==> config.mk <==
export PLATFORM = sky130hd
export DESIGN_NAME = sensor_word_frame_decoder_top_flat
export DESIGN_NICKNAME = d
export VERILOG_FILES = /design/src/swfd_pkg.sv /design/src/swfd_in_if.sv /design/src/swfd_out_if.sv /design/src/swfd_cfg_if.sv /design/src/swfd_front.sv /design/src/swfd_queue.sv /design/src/swfd_back.sv /design/src/sensor_word_frame_decoder_top.sv /design/src/flat_wrapper.sv
export SDC_FILE = /design/constraint.sdc
export NUM_CORES = 1
export LEC_CHECK = 0
export BUFFER_PORTS_ARGS = -buffer_cell sky130_fd_sc_hd__buf_2
export CORE_UTILIZATION = 47
export CTS_BUF_LIST = sky130_fd_sc_hd__clkbuf_2
export DETAILED_ROUTE_END_ITERATION = 6
export PLACE_DENSITY = 0.66
export RECOVER_POWER = 100
export SLEW_MARGIN = 10
export SYNTH_ARGS = -nofsm -noshare
export SYNTH_HDL_FRONTEND = slang
export SYNTH_SLANG_ARGS = --single-unit
==> constraint.sdc <==
create_clock -name clk -period 5.7 [get_ports clk]
set_input_delay 0.57 -clock clk [delete_from_list [all_inputs] [get_ports clk]]
set_output_delay 0.57 -clock clk [all_outputs]
set_load 0.005 [all_outputs]
==> src/swfd_pkg.sv <==
`timescale 1ns / 1ps
package swfd_pkg;

    // frame kinds as held in the configuration register
    localparam logic FRAME_MEAS    = 1'b0;
    localparam logic FRAME_VERSION = 1'b1;

    // frame lengths in bytes
    localparam logic [2:0] MEAS_LEN    = 3'd6;
    localparam logic [2:0] VERSION_LEN = 3'd3;

    // byte positions within a frame
    localparam logic [2:0] POS_MSB0 = 3'd0;
    localparam logic [2:0] POS_LSB0 = 3'd1;
    localparam logic [2:0] POS_CRC0 = 3'd2;
    localparam logic [2:0] POS_MSB1 = 3'd3;
    localparam logic [2:0] POS_LSB1 = 3'd4;

    // crc-8 over the two word bytes
    localparam logic [7:0] CRC_INIT = 8'hFF;
    localparam logic [7:0] CRC_POLY = 8'h31;

    // scaling constants, full scale is 2^16 - 1
    localparam logic [14:0] TEMP_SCALE  = 15'd17500;
    localparam logic [13:0] HUM_SCALE   = 14'd10000;
    localparam logic [15:0] TEMP_OFFSET = 16'd4500;
    localparam logic [15:0] BAD_VERSION = 16'hFFFF;

    // decoded frame handed from front to back
    typedef struct packed {
        logic        kind;
        logic [15:0] word0;
        logic        ok0;
        logic [15:0] word1;
        logic        ok1;
    } job_t;

    // one byte through the crc register, msb first
    function automatic logic [7:0] crc8_step(input logic [7:0] crc_in, input logic [7:0] data);
        logic [7:0] c;
        c = crc_in ^ data;
        for (int i = 0; i < 8; i++)
        begin
            c = c[7] ? ({c[6:0], 1'b0} ^ CRC_POLY) : {c[6:0], 1'b0};
        end
        return c;
    endfunction

endpackage

==> src/swfd_in_if.sv <==
`timescale 1ns / 1ps
interface swfd_in_if;
    logic       valid;
    logic       ready;
    logic [7:0] data_byte;
    logic       frame_start;

    modport source (output valid, output data_byte, output frame_start, input ready);
    modport sink   (input valid, input data_byte, input frame_start, output ready);
endinterface

==> src/swfd_out_if.sv <==
`timescale 1ns / 1ps
interface swfd_out_if;
    logic               valid;
    logic               ready;
    logic signed [14:0] temperature_centi;
    logic               temperature_ok;
    logic        [13:0] humidity_centi;
    logic               humidity_ok;
    logic        [15:0] version_word;

    modport source (output valid, output temperature_centi, output temperature_ok,
                    output humidity_centi, output humidity_ok, output version_word,
                    input ready);
    modport sink   (input valid, input temperature_centi, input temperature_ok,
                    input humidity_centi, input humidity_ok, input version_word,
                    output ready);
endinterface

==> src/swfd_cfg_if.sv <==
`timescale 1ns / 1ps
interface swfd_cfg_if;
    logic valid;
    logic ready;
    logic frame_kind;

    modport source (output valid, output frame_kind, input ready);
    modport sink   (input valid, input frame_kind, output ready);
endinterface

==> src/swfd_front.sv <==
`timescale 1ns / 1ps
module swfd_front (
    input  logic          clk,
    input  logic          rst_n,
    swfd_cfg_if.sink      cfg,
    swfd_in_if.sink       sample,
    input  logic          full,
    output logic          push,
    output swfd_pkg::job_t push_job
);

    logic        frame_kind_reg;
    logic [2:0]  pos_reg, pos_next;
    logic [15:0] word_hold_reg, word_hold_next;
    logic [7:0]  crc_reg, crc_next;
    logic [15:0] first_raw_reg, first_raw_next;
    logic        first_good_reg, first_good_next;
    logic [2:0]  frame_len;
    logic [2:0]  pos_eff;
    logic        accept;
    logic        crc_match;
    logic        push_cand;

    // configuration write, always accepted
    assign cfg.ready = 1'b1;

    always_ff @(posedge clk or negedge rst_n)
    begin
        if (!rst_n)
        begin
            frame_kind_reg <= swfd_pkg::FRAME_MEAS;
        end
        else if (cfg.valid)
        begin
            frame_kind_reg <= cfg.frame_kind;
        end
    end

    // take a byte whenever the queue has room
    assign sample.ready = !full;
    assign accept       = sample.valid && !full;

    // resync on frame start or on a position beyond this frame length
    assign frame_len = (frame_kind_reg == swfd_pkg::FRAME_VERSION) ? swfd_pkg::VERSION_LEN
                                                                    : swfd_pkg::MEAS_LEN;
    assign pos_eff   = (sample.frame_start || pos_reg >= frame_len) ? swfd_pkg::POS_MSB0
                                                                     : pos_reg;
    assign crc_match = (crc_reg == sample.data_byte);

    // position decoder
    always_comb
    begin
        pos_next        = pos_reg;
        word_hold_next  = word_hold_reg;
        crc_next        = crc_reg;
        first_raw_next  = first_raw_reg;
        first_good_next = first_good_reg;
        push_cand       = 1'b0;
        push_job        = '0;
        unique case (pos_eff) inside
            swfd_pkg::POS_MSB0, swfd_pkg::POS_MSB1:
            begin
                word_hold_next = {sample.data_byte, 8'h00};
                crc_next       = swfd_pkg::crc8_step(swfd_pkg::CRC_INIT, sample.data_byte);
                pos_next       = pos_eff + 3'd1;
            end
            swfd_pkg::POS_LSB0, swfd_pkg::POS_LSB1:
            begin
                word_hold_next = {word_hold_reg[15:8], sample.data_byte};
                crc_next       = swfd_pkg::crc8_step(crc_reg, sample.data_byte);
                pos_next       = pos_eff + 3'd1;
            end
            swfd_pkg::POS_CRC0:
            begin
                if (frame_kind_reg == swfd_pkg::FRAME_VERSION)
                begin
                    push_cand      = 1'b1;
                    push_job.kind  = swfd_pkg::FRAME_VERSION;
                    push_job.word0 = word_hold_reg;
                    push_job.ok0   = crc_match;
                    pos_next       = swfd_pkg::POS_MSB0;
                end
                else
                begin
                    first_raw_next  = word_hold_reg;
                    first_good_next = crc_match;
                    pos_next        = swfd_pkg::POS_MSB1;
                end
            end
            default:
            begin
                // second check byte closes a measurement frame
                push_cand      = 1'b1;
                push_job.kind  = swfd_pkg::FRAME_MEAS;
                push_job.word0 = first_raw_reg;
                push_job.ok0   = first_good_reg;
                push_job.word1 = word_hold_reg;
                push_job.ok1   = crc_match;
                pos_next       = swfd_pkg::POS_MSB0;
            end
        endcase
    end

    assign push = accept && push_cand;

    // frame state
    always_ff @(posedge clk or negedge rst_n)
    begin
        if (!rst_n)
        begin
            pos_reg        <= swfd_pkg::POS_MSB0;
            word_hold_reg  <= '0;
            crc_reg        <= swfd_pkg::CRC_INIT;
            first_raw_reg  <= '0;
            first_good_reg <= 1'b0;
        end
        else if (accept)
        begin
            pos_reg        <= pos_next;
            word_hold_reg  <= word_hold_next;
            crc_reg        <= crc_next;
            first_raw_reg  <= first_raw_next;
            first_good_reg <= first_good_next;
        end
    end

endmodule

==> src/swfd_queue.sv <==
`timescale 1ns / 1ps
module swfd_queue (
    input  logic           clk,
    input  logic           rst_n,
    input  logic           push,
    input  swfd_pkg::job_t push_job,
    input  logic           pop,
    output swfd_pkg::job_t head_job,
    output logic           full,
    output logic           empty
);

    swfd_pkg::job_t entry_reg [2];
    logic       wr_ptr_reg;
    logic       rd_ptr_reg;
    logic [1:0] count_reg;

    assign full     = (count_reg == 2'd2);
    assign empty    = (count_reg == 2'd0);
    assign head_job = entry_reg[rd_ptr_reg];

    // storage
    always_ff @(posedge clk)
    begin
        if (push)
        begin
            entry_reg[wr_ptr_reg] <= push_job;
        end
    end

    // pointers and fill count
    always_ff @(posedge clk or negedge rst_n)
    begin
        if (!rst_n)
        begin
            wr_ptr_reg <= 1'b0;
            rd_ptr_reg <= 1'b0;
            count_reg  <= 2'd0;
        end
        else
        begin
            if (push)
            begin
                wr_ptr_reg <= !wr_ptr_reg;
            end
            if (pop)
            begin
                rd_ptr_reg <= !rd_ptr_reg;
            end
            if (push && !pop)
            begin
                count_reg <= count_reg + 2'd1;
            end
            else if (pop && !push)
            begin
                count_reg <= count_reg - 2'd1;
            end
        end
    end

endmodule

==> src/swfd_back.sv <==
`timescale 1ns / 1ps
module swfd_back (
    input  logic           clk,
    input  logic           rst_n,
    input  swfd_pkg::job_t head_job,
    input  logic           empty,
    output logic           pop,
    swfd_out_if.source     result
);

    logic        s1_valid_reg;
    logic        s1_kind_reg;
    logic        s1_ok0_reg;
    logic        s1_ok1_reg;
    logic [15:0] s1_word0_reg;
    logic [30:0] s1_tprod_reg;
    logic [29:0] s1_hprod_reg;

    logic               out_valid_reg;
    logic signed [14:0] temp_reg, temp_next;
    logic               temp_ok_reg, temp_ok_next;
    logic        [13:0] hum_reg, hum_next;
    logic               hum_ok_reg, hum_ok_next;
    logic        [15:0] ver_reg, ver_next;

    logic        out_free;
    logic        s1_move;
    logic [31:0] tsum;
    logic [31:0] hsum;
    logic [15:0] tquot;
    logic [15:0] hquot;
    logic [15:0] temp_wide;

    // pipeline advance
    assign out_free = !out_valid_reg || result.ready;
    assign s1_move  = s1_valid_reg && out_free;
    assign pop      = !empty && (!s1_valid_reg || s1_move);

    // stage 1: constant scale multiplies
    always_ff @(posedge clk or negedge rst_n)
    begin
        if (!rst_n)
        begin
            s1_valid_reg <= 1'b0;
        end
        else if (!s1_valid_reg || s1_move)
        begin
            s1_valid_reg <= pop;
        end
    end

    always_ff @(posedge clk)
    begin
        if (pop)
        begin
            s1_kind_reg  <= head_job.kind;
            s1_ok0_reg   <= head_job.ok0;
            s1_ok1_reg   <= head_job.ok1;
            s1_word0_reg <= head_job.word0;
            s1_tprod_reg <= 31'(head_job.word0) * 31'(swfd_pkg::TEMP_SCALE);
            s1_hprod_reg <= 30'(head_job.word1) * 30'(swfd_pkg::HUM_SCALE);
        end
    end

    // stage 2: floor division by 65535 as (x + (x >> 16) + 1) >> 16
    assign tsum      = 32'(s1_tprod_reg) + 32'(s1_tprod_reg[30:16]) + 32'd1;
    assign hsum      = 32'(s1_hprod_reg) + 32'(s1_hprod_reg[29:16]) + 32'd1;
    assign tquot     = tsum[31:16];
    assign hquot     = hsum[31:16];
    assign temp_wide = tquot - swfd_pkg::TEMP_OFFSET;

    // result fields, unused ones forced to zero
    always_comb
    begin
        temp_next    = '0;
        temp_ok_next = 1'b0;
        hum_next     = '0;
        hum_ok_next  = 1'b0;
        ver_next     = '0;
        if (s1_kind_reg == swfd_pkg::FRAME_VERSION)
        begin
            ver_next = s1_ok0_reg ? s1_word0_reg : swfd_pkg::BAD_VERSION;
        end
        else
        begin
            if (s1_ok0_reg)
            begin
                temp_next    = $signed(temp_wide[14:0]);
                temp_ok_next = 1'b1;
            end
            if (s1_ok1_reg)
            begin
                hum_next    = hquot[13:0];
                hum_ok_next = 1'b1;
            end
        end
    end

    // output register
    always_ff @(posedge clk or negedge rst_n)
    begin
        if (!rst_n)
        begin
            out_valid_reg <= 1'b0;
        end
        else if (out_free)
        begin
            out_valid_reg <= s1_valid_reg;
        end
    end

    always_ff @(posedge clk)
    begin
        if (s1_move)
        begin
            temp_reg    <= temp_next;
            temp_ok_reg <= temp_ok_next;
            hum_reg     <= hum_next;
            hum_ok_reg  <= hum_ok_next;
            ver_reg     <= ver_next;
        end
    end

    assign result.valid             = out_valid_reg;
    assign result.temperature_centi = temp_reg;
    assign result.temperature_ok    = temp_ok_reg;
    assign result.humidity_centi    = hum_reg;
    assign result.humidity_ok       = hum_ok_reg;
    assign result.version_word      = ver_reg;

endmodule

==> src/sensor_word_frame_decoder_top.sv <==
`timescale 1ns / 1ps
// sensor word frame decoder
// sample: one response byte per transfer, frame_start marks byte 0 of a frame.
// result: one transfer per completed frame; measurement frames (six bytes)
//   give scaled temperature and humidity with crc ok flags, version frames
//   (three bytes) give the word or 0xffff on a crc mismatch.
// cfg: single-bit frame_kind write, always ready; write it only while idle.
// throughput: one byte per cycle; sample.ready drops only when the two-entry
//   queue between byte decoder and scaling pipeline is full.
// path: the job for the last byte of a frame is written into the queue, then
//   read into the multiply stage, then divided by 65535 into the output register.
// stall: while result.ready is low the result holds, the pipeline and queue
//   fill, and bytes keep being taken until the queue is full.
// reset: frame position returns to byte 0, frame_kind to measurement mode,
//   queue and pipeline empty. no clearing pass.
module sensor_word_frame_decoder_top (
    input  logic        clk,
    input  logic        rst_n,
    swfd_cfg_if.sink    cfg,
    swfd_in_if.sink     sample,
    swfd_out_if.source  result
);

    logic           push;
    logic           pop;
    logic           full;
    logic           empty;
    swfd_pkg::job_t push_job;
    swfd_pkg::job_t head_job;

    swfd_front u_front (
        .clk      (clk),
        .rst_n    (rst_n),
        .cfg      (cfg),
        .sample   (sample),
        .full     (full),
        .push     (push),
        .push_job (push_job)
    );

    swfd_queue u_queue (
        .clk      (clk),
        .rst_n    (rst_n),
        .push     (push),
        .push_job (push_job),
        .pop      (pop),
        .head_job (head_job),
        .full     (full),
        .empty    (empty)
    );

    swfd_back u_back (
        .clk      (clk),
        .rst_n    (rst_n),
        .head_job (head_job),
        .empty    (empty),
        .pop      (pop),
        .result   (result)
    );

    // no push into a full queue
    assert property (@(posedge clk) disable iff (!rst_n) !(push && full))
        else $error("queue overflow");

    // no pop from an empty queue
    assert property (@(posedge clk) disable iff (!rst_n) !(pop && empty))
        else $error("queue underflow");

    // nonzero version word means measurement fields are cleared
    assert property (@(posedge clk) disable iff (!rst_n)
        (result.valid && result.version_word != 16'd0) |->
        (!result.temperature_ok && !result.humidity_ok &&
         result.temperature_centi == 15'sd0 && result.humidity_centi == 14'd0))
        else $error("version result carries measurement data");

    // scaled values stay in range, invalid ones are zero
    assert property (@(posedge clk) disable iff (!rst_n)
        result.valid |->
        ((result.temperature_ok ? (result.temperature_centi >= -15'sd4500 &&
                                   result.temperature_centi <= 15'sd13000)
                                : (result.temperature_centi == 15'sd0)) &&
         (result.humidity_ok ? (result.humidity_centi <= 14'd10000)
                             : (result.humidity_centi == 14'd0))))
        else $error("scaled value out of range");

endmodule
==> src/flat_wrapper.sv <==
// flat-port wrapper written by rule: the top's interface ports become plain ports
module sensor_word_frame_decoder_top_flat 
  (clk, rst_n, cfg_valid, cfg_frame_kind, cfg_ready, sample_valid, sample_data_byte, sample_frame_start, sample_ready, result_valid, result_temperature_centi, result_temperature_ok, result_humidity_centi, result_humidity_ok, result_version_word, result_ready);
  swfd_cfg_if cfg_i ();
  swfd_in_if sample_i ();
  swfd_out_if result_i ();
  input  logic clk;
  input  logic rst_n;
  input wire logic [$bits(cfg_i.valid)-1:0] cfg_valid;
  input wire logic [$bits(cfg_i.frame_kind)-1:0] cfg_frame_kind;
  output wire logic [$bits(cfg_i.ready)-1:0] cfg_ready;
  input wire logic [$bits(sample_i.valid)-1:0] sample_valid;
  input wire logic [$bits(sample_i.data_byte)-1:0] sample_data_byte;
  input wire logic [$bits(sample_i.frame_start)-1:0] sample_frame_start;
  output wire logic [$bits(sample_i.ready)-1:0] sample_ready;
  output wire logic [$bits(result_i.valid)-1:0] result_valid;
  output wire logic [$bits(result_i.temperature_centi)-1:0] result_temperature_centi;
  output wire logic [$bits(result_i.temperature_ok)-1:0] result_temperature_ok;
  output wire logic [$bits(result_i.humidity_centi)-1:0] result_humidity_centi;
  output wire logic [$bits(result_i.humidity_ok)-1:0] result_humidity_ok;
  output wire logic [$bits(result_i.version_word)-1:0] result_version_word;
  input wire logic [$bits(result_i.ready)-1:0] result_ready;
  assign cfg_i.valid = cfg_valid;
  assign cfg_i.frame_kind = cfg_frame_kind;
  assign cfg_ready = cfg_i.ready;
  assign sample_i.valid = sample_valid;
  assign sample_i.data_byte = sample_data_byte;
  assign sample_i.frame_start = sample_frame_start;
  assign sample_ready = sample_i.ready;
  assign result_valid = result_i.valid;
  assign result_temperature_centi = result_i.temperature_centi;
  assign result_temperature_ok = result_i.temperature_ok;
  assign result_humidity_centi = result_i.humidity_centi;
  assign result_humidity_ok = result_i.humidity_ok;
  assign result_version_word = result_i.version_word;
  assign result_i.ready = result_ready;
  sensor_word_frame_decoder_top u_core (.clk(clk), .rst_n(rst_n), .cfg(cfg_i), .sample(sample_i), .result(result_i));
endmodule
==> metrics.txt <==
status=finished, violations left; violated checks=capacitance limit, slew limit; Met1 Wirelength=~14000 µm; crit-path max FO=11; Mapped Avg Cell Area=between 10 and 15 µm²; final wirelength=approximately 30000 µm; worst hold slack=0.104 ns; Hold Path Depth=3; routability cong.=0.860; Tcrit/Tclk final=96.5%; core area=roughly 34000 µm²; EDFF count, synth=190; worst r2r dst=u_core.u_back.s1_tprod_reg[30]; largest net degree at the start of global routing=75; # H-tree levels=3; CP endpoint kind=flop; number of buffers created by CTS=66; Cell Area, Synth=16200 µm²; pins over their slew limit=194; Syn Nets=between 1500 and 2000; DRT iter0 DRCs=approximately 500; post-layout min period=roughly 5.5 ns; first-pass GRT wire length=about 50000 µm; most common cell after layout, fill and taps aside=inv_1; vias in the first global route=10268; Routed met3 length=1270 µm; Clock Tree Buf Depth=3; async set-reset flop share out of synthesis=21.2%; row count=67; DRC=0; achievable frequency=approximately 0.18 GHz; pre-CTS WS=-0.00321 ns; RSZ-0062 raised after global routing=false; Post-DP HPWL=around 23000 µm; clk_skew=between 0.05 and 0.06 ns; initial antenna violation count=1; highest routed layer=met4; CP delay by family, top=adder cells; slowest CP cell=fa_1; Die Y=~190 µm; CP Cell Sequence=buf_12 > mux2_4 > ha_1 > fa_1 > ha_1 > fa_1 > inv_1 > fa_1 > inv_1 > ha_1 > a21oi_1 > o21ai_2 > a21o_1 > a21oi_2 > nor4_1 > o41a_1 > o31a_1 > a31oi_4 > o21ai_0; top_reg_cell synth=edfxtp_1; Yosys cell types=63; initial core utilization=between 40% and 50%; commonest non-fill, non-tap cells in the layout=inv_1 (218), ha_1 (199), edfxtp_1 (190); post-synthesis sequential element count=roughly 240; first-pass iteration count of the detailed router=5; remaining global-route overflow=0; PnR worst setup slack=~0.20 ns; Seq/Total Area, Yosys=~43%; Clock transition at path regs=about 0.10 ns; utilization after layout=between 50% and 60%; Min-Delay Path Class=in2reg; Clk Latency, worst-skew pair=0.82 ns; origin of the critical flop-to-flop path=u_core.u_queue.rd_ptr_reg; met2 wire len=~14000 µm; Routed Antenna Nets=0; hold endpoint=u_core.u_front.word_hold_reg[0]; number of top-level pins=65; Critical Path Max Stage Delay=0.53 ns; CTS tree=done; Routed wire per std cell=around 15 µm; vias=10161; Setup violations, final=0; reg-to-reg slack, setup=0.20 ns; synth warn=0; Slew @ Worst Pin=4.08 ns; Num Clock Sinks=241; Post-Syn Instances=approximately 1400; crit path kind=reg2reg; Max-Cap Viols=4; DR vias/cell=5.03; startpoint types=flop; Hold Vio Cnt, Final=0; port buffer count=between 60 and 70; global router's overall resource usage=about 18%; Die X=187 µm; HP Start=sample_data_byte[0]; share of cells above drive strength 1=approximately 15%; Critical Path AT=about 6 ns; die area=between 30000 and 40000 µm²; Worst EP required=around 6.3 ns; relative slew slack=-172%; Reg2Reg Depth=19; Layout area overhead=11.2%; Clock Tree Root=clkbuf_2; Nets=~1800; WP buf/inv=3; max FFs per register=70
## worst max-delay path by stage
| stage | start | slack (ns) | endpoint | cells past startpoint |
|---|---|---|---|---|
| floorplan | u_core.u_queue.rd_ptr_reg | 0.03 | u_core.u_back.s1_tprod_reg[30] | 20 |
| global placement | u_core.u_queue.rd_ptr_reg | 0.13 | u_core.u_back.s1_tprod_reg[29] | 21 |
| detailed placement | u_core.u_queue.rd_ptr_reg | -0.003 | u_core.u_back.s1_tprod_reg[29] | 21 |
| CTS | u_core.u_queue.rd_ptr_reg | 0.06 | u_core.u_back.s1_tprod_reg[30] | 19 |
| global route | u_core.u_queue.rd_ptr_reg | 0.01 | u_core.u_back.s1_tprod_reg[29] | 19 |
| finish | u_core.u_queue.rd_ptr_reg | 0.20 | u_core.u_back.s1_tprod_reg[30] | 19 |
## what timing repair did
| action | in CTS | in global routing |
|---|---|---|
| hold buffers | 10 | 0 |
| setup buffers | 0 | 1 |
| pin swaps | 0 | 1 |
| endpoints found under the setup margin | 1 | 7 |
| resized for setup | 1 | 21 |
| endpoints found under the hold margin | 52 | 0 |
| gates cloned | 0 | 0 |
## Yosys cell counts, types with 3 or more instances
cell type	count	area, µm²
and3_1	21	131
a21oi_1	55	275
ha_1	200	2500
nor3_1	8	40.0
clkbuf_1	21	78.8
a21boi_0	18	135
o21ai_0	40	200
nand2b_1	17	106
mux2_2	43	484
a21o_1	16	120
nor2_1	63	236
o21bai_1	7	52.6
a211oi_1	6	45.0
and2_1	6	37.5
xnor2_1	58	508
a22o_1	17	149
nor4_1	3	18.8
dfrtp_1	43	1080
dfstp_2	8	210
nand2_1	73	274
or3_1	3	18.8
nand3_1	29	145
o21a_1	6	45.0
buf_2	3	15.0
xor2_1	46	403
and4_1	3	26.3
nand4_1	9	56.3
edfxtp_1	190	5710
inv_1	219	822
o211ai_1	6	45.0
nor2b_1	5	31.3
mux2i_1	22	220
o21ai_1	4	20.0
fa_1	80	1600
## per-stage QoR
| stage | setup TNS, ns | area (µm²) | cells |
|---|---|---|---|
| 6_report | 0 | 18000 | 2021 |
| 5_1_grt | 0 | 18000 | 2021 |
| 4_1_cts | 0 | 18000 | 2019 |
| 3_5_place_dp | -0.00321 | 17200 | 1898 |
| 3_3_place_gp | 0 | 17200 | 1898 |
| 2_1_floorplan | 0 | 16200 | 1381 |
## tightest hold or removal path, delay by kind of cell
family	cells	cell delay, ns
buffers and inverters	1	0.15
and+or+nand+nor	2	0.16
## metal layers
metal	vias up	track usage, %
met1	4814	24.5
met2	198	28.1
met5	-	0
met3	55	3.34
met4	0	6.47
li1	5094	-
## cells by family after synthesis
group                      synth area share (%)
AOI/OAI and AO/OA                          8.28
xor gates and xnor gates                   5.74
adders and majority gates                  25.4
buffers and inverters                      5.76
DFF                                        43.3
muxes                                      4.50
other                                    0.0232
and+or+nand+nor                            7.06
## cell type report
cell class / instances / area [µm²]
sequential: 241 / 6990
timing repair buffer: 106 / 657
clock inverter: 16 / 166
fill: 2986 / 15700
multi-input combinational: 894 / 8290
inverter: 220 / 826
antenna: 1 / 2.50
clock buffer: 95 / 475
tap: 448 / 561
Power is not shown: default switching activity piles up to over one toggle a cycle in this logic, so the estimate is an artifact.
